$ cat src/hdl/ipct_pkg.sv
// Shared types and constants for the IR pattern carrier timing unit.
package ipct_pkg;

  // Configuration register indexes
  localparam logic [1:0] RegSpiBitRate = 2'd0;
  localparam logic [1:0] RegCarrier    = 2'd1;
  localparam logic [1:0] RegCapacity   = 2'd2;

  // Field widths
  localparam int unsigned SpiW    = 24;
  localparam int unsigned CarW    = 17;
  localparam int unsigned CapW    = 22;
  localparam int unsigned DurW    = 24;
  localparam int unsigned CycW    = 28;
  localparam int unsigned HalfW   = 10;
  localparam int unsigned ExtraW  = 12;
  localparam int unsigned TotalW  = 25;
  localparam int unsigned BpW     = 7;
  localparam int unsigned CpW     = 11;
  localparam int unsigned SampW   = 11;
  localparam int unsigned PeriodW = BpW + SampW;
  localparam int unsigned ResW    = 16;
  localparam int unsigned ProdW   = CycW + SampW;
  localparam int unsigned SumW    = ProdW + 1;

  // Shared divider geometry
  localparam int unsigned DivQW   = 28;
  localparam int unsigned DivRW   = 24;
  localparam int unsigned DivCntW = $clog2(DivQW);

  // Arithmetic constants
  localparam logic [DivQW-1:0] TenMhzTenths = 28'd10000000;
  localparam logic [BpW-1:0]   BpMax        = 7'd127;
  localparam logic [CpW-1:0]   CpMax        = 11'd2047;
  localparam logic [SampW-1:0] SampMax      = 11'd2046;

  // Reset values of registers and derived timing
  localparam logic [SpiW-1:0]    SpiReset    = 24'd5000000;
  localparam logic [CarW-1:0]    CarReset    = 17'd38000;
  localparam logic [CapW-1:0]    CapReset    = 22'd2097152;
  localparam logic [BpW-1:0]     BpReset     = 7'd2;
  localparam logic [CpW-1:0]     CpReset     = 11'd263;
  localparam logic [HalfW-1:0]   HighReset   = 10'd66;
  localparam logic [HalfW-1:0]   LowReset    = 10'd66;
  localparam logic [PeriodW-1:0] PeriodReset = 18'd264;

  typedef enum logic [3:0] {
    ST_IDLE,
    ST_CFG,
    ST_BP_DIV,
    ST_CP_DIV,
    ST_RATIO_START,
    ST_RATIO_DIV,
    ST_PERIOD,
    ST_ITEM,
    ST_CYC_DIV,
    ST_EXTRA_DIV,
    ST_ACC_MUL,
    ST_ACC_SUM
  } state_t;

  typedef struct packed {
    logic             start;
    logic [DivQW-1:0] dividend;
    logic [DivRW-1:0] divisor;
  } div_req_t;

  typedef struct packed {
    logic             done;
    logic [DivQW-1:0] quotient;
    logic [DivRW-1:0] remainder;
  } div_rsp_t;

endpackage

$ cat src/hdl/ipct_div.sv
// Restoring divider, one quotient bit per cycle.
module ipct_div (
  input  logic               clk,
  input  logic               rst,
  input  ipct_pkg::div_req_t req,
  output ipct_pkg::div_rsp_t rsp
);

  logic [ipct_pkg::DivQW-1:0]   quo;
  logic [ipct_pkg::DivRW-1:0]   rem;
  logic [ipct_pkg::DivRW-1:0]   dvs;
  logic [ipct_pkg::DivCntW-1:0] cnt;
  logic                         busy;
  logic                         done;

  logic [ipct_pkg::DivRW:0]     trial;
  logic                         fits;
  logic [ipct_pkg::DivRW:0]     diff;

  assign trial = {rem, quo[ipct_pkg::DivQW-1]};
  assign fits  = trial >= {1'b0, dvs};
  assign diff  = trial - {1'b0, dvs};

  always_ff @(posedge clk) begin
    if (rst) begin
      busy <= 1'b0;
      done <= 1'b0;
      cnt  <= '0;
    end else begin
      done <= 1'b0;
      if (req.start) begin
        quo  <= req.dividend;
        rem  <= '0;
        dvs  <= req.divisor;
        cnt  <= '0;
        busy <= 1'b1;
      end else if (busy) begin
        quo <= {quo[ipct_pkg::DivQW-2:0], fits};
        rem <= fits ? diff[ipct_pkg::DivRW-1:0] : trial[ipct_pkg::DivRW-1:0];
        cnt <= cnt + 1'b1;
        if (cnt == ipct_pkg::DivCntW'(ipct_pkg::DivQW - 1)) begin
          busy <= 1'b0;
          done <= 1'b1;
        end
      end
    end
  end

  assign rsp.done      = done;
  assign rsp.quotient  = quo;
  assign rsp.remainder = rem;

endmodule

$ cat src/hdl/ir_pattern_carrier_timing_unit.sv
// Top level of the IR pattern carrier timing unit: sequencer around one shared divider.
//
//  channel | handshake           | beat contents
//  --------+---------------------+---------------------------------------------------
//  in      | in_valid / in_stall | duration_us, last
//  out     | out_valid/out_stall | is_mark, carrier_cycles, high_bits, low_bits,
//          |                     | extra_low_bits, bits_total, truncated, last_out
//  cfg     | cfg_valid/cfg_ready | cfg_index (0 bit rate, 1 carrier, 2 capacity), cfg_data
//
// A mark takes one pass through the 28-bit restoring divider and the next beat is taken
// once its result is loaded; a space needs a second divider pass for its extra low bits.
// A register write rederives the timing with three divider passes, during
// which neither input nor configuration is taken.
// Reset loads the default registers and their precomputed timing, so no derivation runs.
// The result register lets the next beat in while an earlier result is still stalled;
// only the final accumulate step waits for it to drain.
module ir_pattern_carrier_timing_unit (
  input  logic                           clk,
  input  logic                           rst,
  // input channel
  input  logic                           in_valid,
  output logic                           in_stall,
  input  logic [ipct_pkg::DurW-1:0]      duration_us,
  input  logic                           last,
  // output channel
  output logic                           out_valid,
  input  logic                           out_stall,
  output logic                           is_mark,
  output logic [ipct_pkg::CycW-1:0]      carrier_cycles,
  output logic [ipct_pkg::HalfW-1:0]     high_bits,
  output logic [ipct_pkg::HalfW-1:0]     low_bits,
  output logic [ipct_pkg::ExtraW-1:0]    extra_low_bits,
  output logic [ipct_pkg::TotalW-1:0]    bits_total,
  output logic                           truncated,
  output logic                           last_out,
  // configuration channel
  input  logic                           cfg_valid,
  output logic                           cfg_ready,
  input  logic [1:0]                     cfg_index,
  input  logic [ipct_pkg::SpiW-1:0]      cfg_data
);

  ipct_pkg::state_t state, state_next;

  // Configuration registers
  logic [ipct_pkg::SpiW-1:0]    spi_bit_rate_hz;
  logic [ipct_pkg::CarW-1:0]    carrier_hz;
  logic [ipct_pkg::CapW-1:0]    capacity_bytes;

  // Derived timing
  logic [ipct_pkg::BpW-1:0]     bit_period;
  logic [ipct_pkg::CpW-1:0]     carrier_period;
  logic [ipct_pkg::HalfW-1:0]   high_count;
  logic [ipct_pkg::HalfW-1:0]   low_count;
  logic [ipct_pkg::PeriodW-1:0] period;

  // Sequence state
  logic [ipct_pkg::ResW-1:0]    residual;
  logic                         odd_position;
  logic [ipct_pkg::TotalW-1:0]  bit_count;

  // Working registers of the item in flight
  logic [ipct_pkg::DurW-1:0]    dur;
  logic                         last_r;
  logic [ipct_pkg::CycW-1:0]    cycles;
  logic [ipct_pkg::ResW-1:0]    left;
  logic [ipct_pkg::ExtraW-1:0]  extra;
  logic [ipct_pkg::ProdW-1:0]   add_prod;

  ipct_pkg::div_req_t div_req;
  ipct_pkg::div_rsp_t div_rsp;

  logic                         cfg_write;
  logic                         in_take;
  logic                         out_free;
  logic                         ld_out;

  logic [ipct_pkg::DivQW-1:0]   q;
  logic [ipct_pkg::DivRW-1:0]   r;
  logic [ipct_pkg::BpW-1:0]     bp_val;
  logic [ipct_pkg::CpW-1:0]     cp_val;
  logic [ipct_pkg::SampW-1:0]   n_val;
  logic [ipct_pkg::SampW-1:0]   samples;
  logic [ipct_pkg::DivQW-1:0]   p_val;
  logic [ipct_pkg::PeriodW:0]   mark_left;
  logic [ipct_pkg::ResW-1:0]    mark_left_sat;
  logic [ipct_pkg::SumW-1:0]    sum;
  logic [ipct_pkg::TotalW-1:0]  cap_bits;
  logic                         trunc;
  logic [ipct_pkg::TotalW-1:0]  sum_sat;

  ipct_div u_div (
    .clk (clk),
    .rst (rst),
    .req (div_req),
    .rsp (div_rsp)
  );

  assign q = div_rsp.quotient;
  assign r = div_rsp.remainder;

  // Clamping of divider results into the timing registers
  always_comb begin
    if (spi_bit_rate_hz == '0) begin
      bp_val = ipct_pkg::BpMax;
    end else if (q == '0) begin
      bp_val = ipct_pkg::BpW'(1);
    end else if (q > ipct_pkg::DivQW'(ipct_pkg::BpMax)) begin
      bp_val = ipct_pkg::BpMax;
    end else begin
      bp_val = q[ipct_pkg::BpW-1:0];
    end

    if (carrier_hz == '0) begin
      cp_val = ipct_pkg::CpMax;
    end else if (q > ipct_pkg::DivQW'(ipct_pkg::CpMax)) begin
      cp_val = ipct_pkg::CpMax;
    end else begin
      cp_val = q[ipct_pkg::CpW-1:0];
    end

    if (q == '0) begin
      n_val = ipct_pkg::SampW'(1);
    end else if (q > ipct_pkg::DivQW'(ipct_pkg::SampMax)) begin
      n_val = ipct_pkg::SampMax;
    end else begin
      n_val = q[ipct_pkg::SampW-1:0];
    end
  end

  assign samples = {1'b0, high_count} + {1'b0, low_count};

  // Time to divide: duration in tenths, plus the carried remainder for a space
  assign p_val = ipct_pkg::DivQW'(dur) * ipct_pkg::DivQW'(10)
               + (odd_position ? ipct_pkg::DivQW'(residual) : '0);

  // After a mark the remainder is added to what is already carried
  assign mark_left     = (ipct_pkg::PeriodW+1)'(residual)
                       + (ipct_pkg::PeriodW+1)'(r[ipct_pkg::PeriodW-1:0]);
  assign mark_left_sat = (mark_left > (ipct_pkg::PeriodW+1)'({ipct_pkg::ResW{1'b1}}))
                       ? {ipct_pkg::ResW{1'b1}} : mark_left[ipct_pkg::ResW-1:0];

  // Running total with saturation at the buffer size
  assign sum      = ipct_pkg::SumW'(bit_count) + ipct_pkg::SumW'(add_prod)
                  + ipct_pkg::SumW'(extra);
  assign cap_bits = {capacity_bytes, 3'b000};
  assign trunc    = sum > ipct_pkg::SumW'(cap_bits);
  assign sum_sat  = trunc ? cap_bits : sum[ipct_pkg::TotalW-1:0];

  assign cfg_write = cfg_valid && cfg_ready;
  assign in_take   = in_valid && !in_stall;
  assign out_free  = !out_valid || !out_stall;

  // Next state
  always_comb begin
    state_next = state;
    unique case (state)
      ipct_pkg::ST_IDLE: begin
        if (cfg_write) begin
          state_next = ipct_pkg::ST_CFG;
        end else if (in_take) begin
          state_next = ipct_pkg::ST_ITEM;
        end
      end
      ipct_pkg::ST_CFG:       state_next = ipct_pkg::ST_BP_DIV;
      ipct_pkg::ST_BP_DIV: begin
        if (div_rsp.done) state_next = ipct_pkg::ST_CP_DIV;
      end
      ipct_pkg::ST_CP_DIV: begin
        if (div_rsp.done) state_next = ipct_pkg::ST_RATIO_START;
      end
      ipct_pkg::ST_RATIO_START: state_next = ipct_pkg::ST_RATIO_DIV;
      ipct_pkg::ST_RATIO_DIV: begin
        if (div_rsp.done) state_next = ipct_pkg::ST_PERIOD;
      end
      ipct_pkg::ST_PERIOD:    state_next = ipct_pkg::ST_IDLE;
      ipct_pkg::ST_ITEM:      state_next = ipct_pkg::ST_CYC_DIV;
      ipct_pkg::ST_CYC_DIV: begin
        if (div_rsp.done) begin
          state_next = odd_position ? ipct_pkg::ST_EXTRA_DIV : ipct_pkg::ST_ACC_MUL;
        end
      end
      ipct_pkg::ST_EXTRA_DIV: begin
        if (div_rsp.done) state_next = ipct_pkg::ST_ACC_MUL;
      end
      ipct_pkg::ST_ACC_MUL:   state_next = ipct_pkg::ST_ACC_SUM;
      ipct_pkg::ST_ACC_SUM: begin
        if (out_free) state_next = ipct_pkg::ST_IDLE;
      end
      default:                state_next = ipct_pkg::ST_IDLE;
    endcase
  end

  // Outputs of the sequencer: handshakes and divider launches
  always_comb begin
    cfg_ready        = (state == ipct_pkg::ST_IDLE);
    in_stall         = (state != ipct_pkg::ST_IDLE) || cfg_valid;
    ld_out           = (state == ipct_pkg::ST_ACC_SUM) && out_free;
    div_req.start    = 1'b0;
    div_req.dividend = ipct_pkg::TenMhzTenths;
    div_req.divisor  = ipct_pkg::DivRW'(spi_bit_rate_hz);
    unique case (state)
      ipct_pkg::ST_CFG: begin
        div_req.start = 1'b1;
      end
      ipct_pkg::ST_BP_DIV: begin
        div_req.start   = div_rsp.done;
        div_req.divisor = ipct_pkg::DivRW'(carrier_hz);
      end
      ipct_pkg::ST_RATIO_START: begin
        // (2cp + bp) / 2bp: cp/bp rounded to the nearest whole sample in one pass
        div_req.start    = 1'b1;
        div_req.dividend = ipct_pkg::DivQW'({carrier_period, 1'b0})
                         + ipct_pkg::DivQW'(bit_period);
        div_req.divisor  = ipct_pkg::DivRW'({bit_period, 1'b0});
      end
      ipct_pkg::ST_ITEM: begin
        div_req.start    = 1'b1;
        div_req.dividend = p_val;
        div_req.divisor  = ipct_pkg::DivRW'(period);
      end
      ipct_pkg::ST_CYC_DIV: begin
        div_req.start    = div_rsp.done && odd_position;
        div_req.dividend = ipct_pkg::DivQW'(r[ipct_pkg::PeriodW-1:0]);
        div_req.divisor  = ipct_pkg::DivRW'(bit_period);
      end
      default: begin
        div_req.start = 1'b0;
      end
    endcase
  end

  always_ff @(posedge clk) begin
    if (rst) begin
      state           <= ipct_pkg::ST_IDLE;
      spi_bit_rate_hz <= ipct_pkg::SpiReset;
      carrier_hz      <= ipct_pkg::CarReset;
      capacity_bytes  <= ipct_pkg::CapReset;
      bit_period      <= ipct_pkg::BpReset;
      carrier_period  <= ipct_pkg::CpReset;
      high_count      <= ipct_pkg::HighReset;
      low_count       <= ipct_pkg::LowReset;
      period          <= ipct_pkg::PeriodReset;
      residual        <= '0;
      odd_position    <= 1'b0;
      bit_count       <= '0;
      out_valid       <= 1'b0;
    end else begin
      state <= state_next;

      if (cfg_write) begin
        unique case (cfg_index)
          ipct_pkg::RegSpiBitRate: spi_bit_rate_hz <= cfg_data;
          ipct_pkg::RegCarrier:    carrier_hz      <= cfg_data[ipct_pkg::CarW-1:0];
          ipct_pkg::RegCapacity:   capacity_bytes  <= cfg_data[ipct_pkg::CapW-1:0];
          default:                 ;
        endcase
      end

      if (state == ipct_pkg::ST_BP_DIV && div_rsp.done) bit_period <= bp_val;
      if (state == ipct_pkg::ST_CP_DIV && div_rsp.done) carrier_period <= cp_val;
      if (state == ipct_pkg::ST_RATIO_DIV && div_rsp.done) begin
        high_count <= n_val[ipct_pkg::SampW-1:1];
        low_count  <= n_val[ipct_pkg::SampW-1:1] + ipct_pkg::HalfW'(n_val[0]);
      end
      if (state == ipct_pkg::ST_PERIOD) begin
        period <= ipct_pkg::PeriodW'(samples) * ipct_pkg::PeriodW'(bit_period);
      end

      if (ld_out) begin
        residual     <= last_r ? '0 : left;
        bit_count    <= last_r ? '0 : sum_sat;
        odd_position <= last_r ? 1'b0 : !odd_position;
        out_valid    <= 1'b1;
      end else if (out_valid && !out_stall) begin
        out_valid <= 1'b0;
      end
    end
  end

  // Payload and working registers, no reset needed
  always_ff @(posedge clk) begin
    if (in_take) begin
      dur    <= duration_us;
      last_r <= last;
    end
    if (state == ipct_pkg::ST_CYC_DIV && div_rsp.done) begin
      cycles <= q;
      if (!odd_position) begin
        left  <= mark_left_sat;
        extra <= '0;
      end
    end
    if (state == ipct_pkg::ST_EXTRA_DIV && div_rsp.done) begin
      extra <= q[ipct_pkg::ExtraW-1:0];
      left  <= ipct_pkg::ResW'(r[ipct_pkg::BpW-1:0]);
    end
    if (state == ipct_pkg::ST_ACC_MUL) begin
      add_prod <= ipct_pkg::ProdW'(cycles) * ipct_pkg::ProdW'(samples);
    end
    if (ld_out) begin
      is_mark        <= !odd_position;
      carrier_cycles <= cycles;
      high_bits      <= high_count;
      low_bits       <= low_count;
      extra_low_bits <= extra;
      bits_total     <= sum_sat;
      truncated      <= trunc;
      last_out       <= last_r;
    end
  end

endmodule
$ cat config.mk
export PLATFORM = sky130hd
export DESIGN_NAME = ir_pattern_carrier_timing_unit
export DESIGN_NICKNAME = d
export VERILOG_FILES = /design/src/hdl/ipct_pkg.sv /design/src/hdl/ipct_div.sv /design/src/hdl/ir_pattern_carrier_timing_unit.sv
export SDC_FILE = /design/constraint.sdc
export NUM_CORES = 2
export LEC_CHECK = 0
export ABC_AREA = 1
export ABC_CLOCK_PERIOD_IN_PS = 8400
export CAP_MARGIN = 40
export CELL_PAD_IN_SITES_DETAIL_PLACEMENT = 0
export CELL_PAD_IN_SITES_GLOBAL_PLACEMENT = 2
export CORE_UTILIZATION = 40
export DETAILED_ROUTE_END_ITERATION = 8
export DONT_BUFFER_PORTS = 1
export GPL_TIMING_DRIVEN = 0
export PLACE_DENSITY_LB_ADDON = 0.08
export SLEW_MARGIN = 20
export SYNTH_ARGS = -nofsm -noshare
export SYNTH_HDL_FRONTEND = slang
export SYNTH_SLANG_ARGS = --single-unit
export TNS_END_PERCENT = 20
$ cat constraint.sdc
create_clock -name clk -period 8.4 [get_ports clk]
set_clock_uncertainty 0.1 [all_clocks]
set_input_delay 1.68 -clock clk [delete_from_list [all_inputs] [get_ports clk]]
set_output_delay 1.68 -clock clk [all_outputs]
set_load 0.02 [all_outputs]
==> results.cfg <==
[placement]
port_buffers = 0
post-place-cells = 5696
place_hpwl_um = 104000
pre_cts_ws_ns = -0.637
globalplace.congestion = 0.908

[logic_synthesis]
synthMuxAreaShare = 0.000270
synth_ff_type = edfxtp_1
netlist_instances = 4485
synth-edff-count = 275
synth_compound_area_frac = 0.110
syn_area_per_cell_um2 = 8.26
synth_top_family_by_area = adder cells
ys_seq_area_frac = 0.321
syn_area_um2 = 37100
synth-async-reset-ratio = 0
synth_xor_area_frac = 0.0307
synth_fa_ha_area_frac = 0.258
synth_seq_cells = 457
synth_nets = 5128
ys_types = 58
ys_warn_count = 0
yosys.area_share.simple = 0.185

[critical_path]
cp.required_ns = 8.78
cp-start-kind = register
r2r-start = low_count[0]
crit_path_max_fanout = 10
cpPeakStageDelay_ns = 0.61
slowest_stage = fa_1
end_kind = register
cp_data_arrival_time_ns = 8.24
worstSetupStartpoint = low_count[0]
cp_common_cell = nand2_1
worstSetupPathType = register to register

[sta]
relSlewSlack = 0.401
rsz0062_at_grt = false
setup-violations-final = 0
hold_slack_ns = 0.360
finalMaxSlewViolations = 0
setup_slack_ns = 0.540
max_freq_ghz = 0.127
final.period_utilization = 0.936
finalHoldViolCount = 0
min_period_ns = 7.86
worstMarginPinSlew_ns = 0.899

[final_layout]
drive_above_1_share = 0.0555
multi_input_area_um2 = 21800
n_antenna_cell = 0
syn_to_final_growth_pct = 11.0
nNetsFinal = 5214
fillers = 9383
seq_area_um2 = 11900
instances_no_fill = 5802

[routing]
ant_nets = 0
viasPerCell = 5.15
drt-total-wl_um = 127000
drc = 0
drt_first_pass_iters = 7
num_vias = 29900
wl_per_cell_um = 21.9
first_iter_violations = 2119

[global_routing]
grt_pass1_vias = 30100
grt.total_usage = 0.273
antenna_found_initial = 0
overflow = 0
grt_pass1_wl_um = 191000
grt_max_degree = 31

[die]
core_um2 = 91700
die-height_um = 306
io-pin-count = 147
rows = 111
dieArea_um2 = 93900
die_w_um = 306
start_util = 0.404

[clock_network]
cts_tree = yes
cts_max_path_buffers = 3
clk_pin_slew_ns = 0.06
htreeDepth = 2
clk_latency_ns = 0.68
cts_root_buf = clkbuf_16
hold_buffers = 0
cts_sinks = 457
cts_made_buffers = 54

[power_and_ir_drop]
seqPwrFrac = 0.376
p_clk_frac = 0.308
switching_share = 0.379
p_leak_uw = 0.0186
power_density_nw_per_um2 = 201
p_int_uw = 5140
irDropWorstVdd_mv = 0.198
netSwitchingPower_uw = 3140
comb_power_share = 0.316
power_uw = 8270

[flow_run]
max_cap_viol_count = 0

[min_path]
min_path_type = register to register
worstHoldStart = cycles[26]

[status]
outcome = completed
## synth_stat cells (all sizes together), types with 13 or more instances
cell type    n  area (um^2)
a21oi      338         1700
a221oi      14          123
a31oi       29          181
and2        23          144
buf         33          156
clkbuf     101          380
dfxtp      182         3640
edfxtp     275         8260
fa         296         5930
ha         291         3640
inv        783         2940
nand2      938         3570
nand3      150          778
nand4       55          350
nor2       403         1570
nor3        30          155
nor4        13         81.3
o211ai      16          120
o21ai      255         1280
o21bai      21          161
o22ai       17          106
or2         16          100
xnor2       54          473
xor2        76          666
## sequential cells by signal (all words and copies together), names as in the netlist, 16 cells and up
name and count:
add_prod 39, bit_count 25, bits_total 25, capacity_bytes 22, carrier_cycles 28, carrier_hz 17, cycles 28, dur 24
left 16, period 18, residual 16, spi_bit_rate_hz 24, u_div.dvs 24, u_div.quo 28, u_div.rem 24
## logic make-up (layout without fill, tap and decap cells)
| logic type | count (synthesis) | after routing |
|---|---|---|
| flops | 457 | 457 |
| simple gates | 1643 | 1643 |
| fa+ha+maj | 587 | 587 |
| mux | 1 | 1 |
| compound gates | 739 | 739 |
| xor+xnor | 130 | 130 |
| buf+inv | 928 | 1059 |
## power groups by stage
stage / logic, uW / clock network, uW / registers (uW)
2_1_floorplan: 1840 / 0 / 2990
3_3_place_gp: 2560 / 0 / 3190
3_5_place_dp: 2610 / 0 / 3150
4_1_cts: 2640 / 2610 / 3110
5_1_grt: 2940 / 2680 / 3140
6_report: 2620 / 2550 / 3110
## per-layer routing
layer,up-vias,track usage,part of all wire
li1,14700,-,-
met1,14500,0.373,0.46
met2,618,0.460,0.48
met3,134,0.0290,0.040
met4,0,0.0737,0.026
met5,-,0,0
## final timing paths
check	cells after the start	slack, ns	endpoint
setup / recovery	37	0.54	add_prod[31]
hold / removal	0	0.36	carrier_cycles[26]
setup reg to reg	37	0.54	add_prod[31]
hold reg to reg	0	0.36	carrier_cycles[26]
## placed cells by master, fill, tap and decap left out, types with 7 or more instances in the layout
cell	count
buf_2	12
nor2_1	378
o211ai_1	16
o21bai_1	20
ha_1	291
nand4_1	54
nand3b_1	11
xnor2_1	53
inv_1	768
clkbuf_16	59
buf_6	18
nand2_1	915
nor2_2	19
buf_1	17
nand3_1	146
edfxtp_1	275
o21ai_0	240
fa_1	296
o22ai_1	17
o221ai_1	9
and2_1	23
or2_2	15
a21oi_1	332
xor2_1	76
dfxtp_1	179
o21ai_1	12
a31oi_1	28
buf_4	7
a221oi_1	14
nor4_1	13
nor3_1	27
clkinv_2	7
clkinvlp_4	8
nand2_2	23
clkinv_1	14
clkbuf_1	95
inv_2	13
## critical path, delay by kind of cell, from the launching register on
kind / cells / cell delay (ns)
AOI/OAI and AO/OA: 8 / 1.27
buffers and inverters: 8 / 0.92
and+or+nand+nor: 12 / 1.23
DFF: 1 / 0.42
adders and majority gates: 8 / 3.40
xor gates and xnor gates: 1 / 0.28
## per-stage QoR
stage / cell area [um^2] / utilization / TNS [ns]
after global routing: 41100 / 0.449 / 0
after global placement: 38500 / 0.420 / -450.50
final: 41100 / 0.449 / 0
after CTS: 41000 / 0.447 / 0
after floorplan: 37100 / - / 0
after detailed placement: 39000 / 0.425 / -6.71
## repair_timing
action	CTS	global route
cloned	0	0
pin swaps	1	0
buffers inserted	3	4
gates resized for setup	13	29
setup endpoints to repair	19	18
## final cells by class
type / count / area share
plain buffers: 129 / 0.0132
clock buffers: 69 / 0.0375
clock inverters: 32 / 0.00937
inverters: 794 / 0.0727
multi-input cells: 3100 / 0.529
flip-flops and latches: 457 / 0.289
well taps: 1186 / 0.0361
repair buffers: 35 / 0.0125
(Power assumes the default switching activity.)
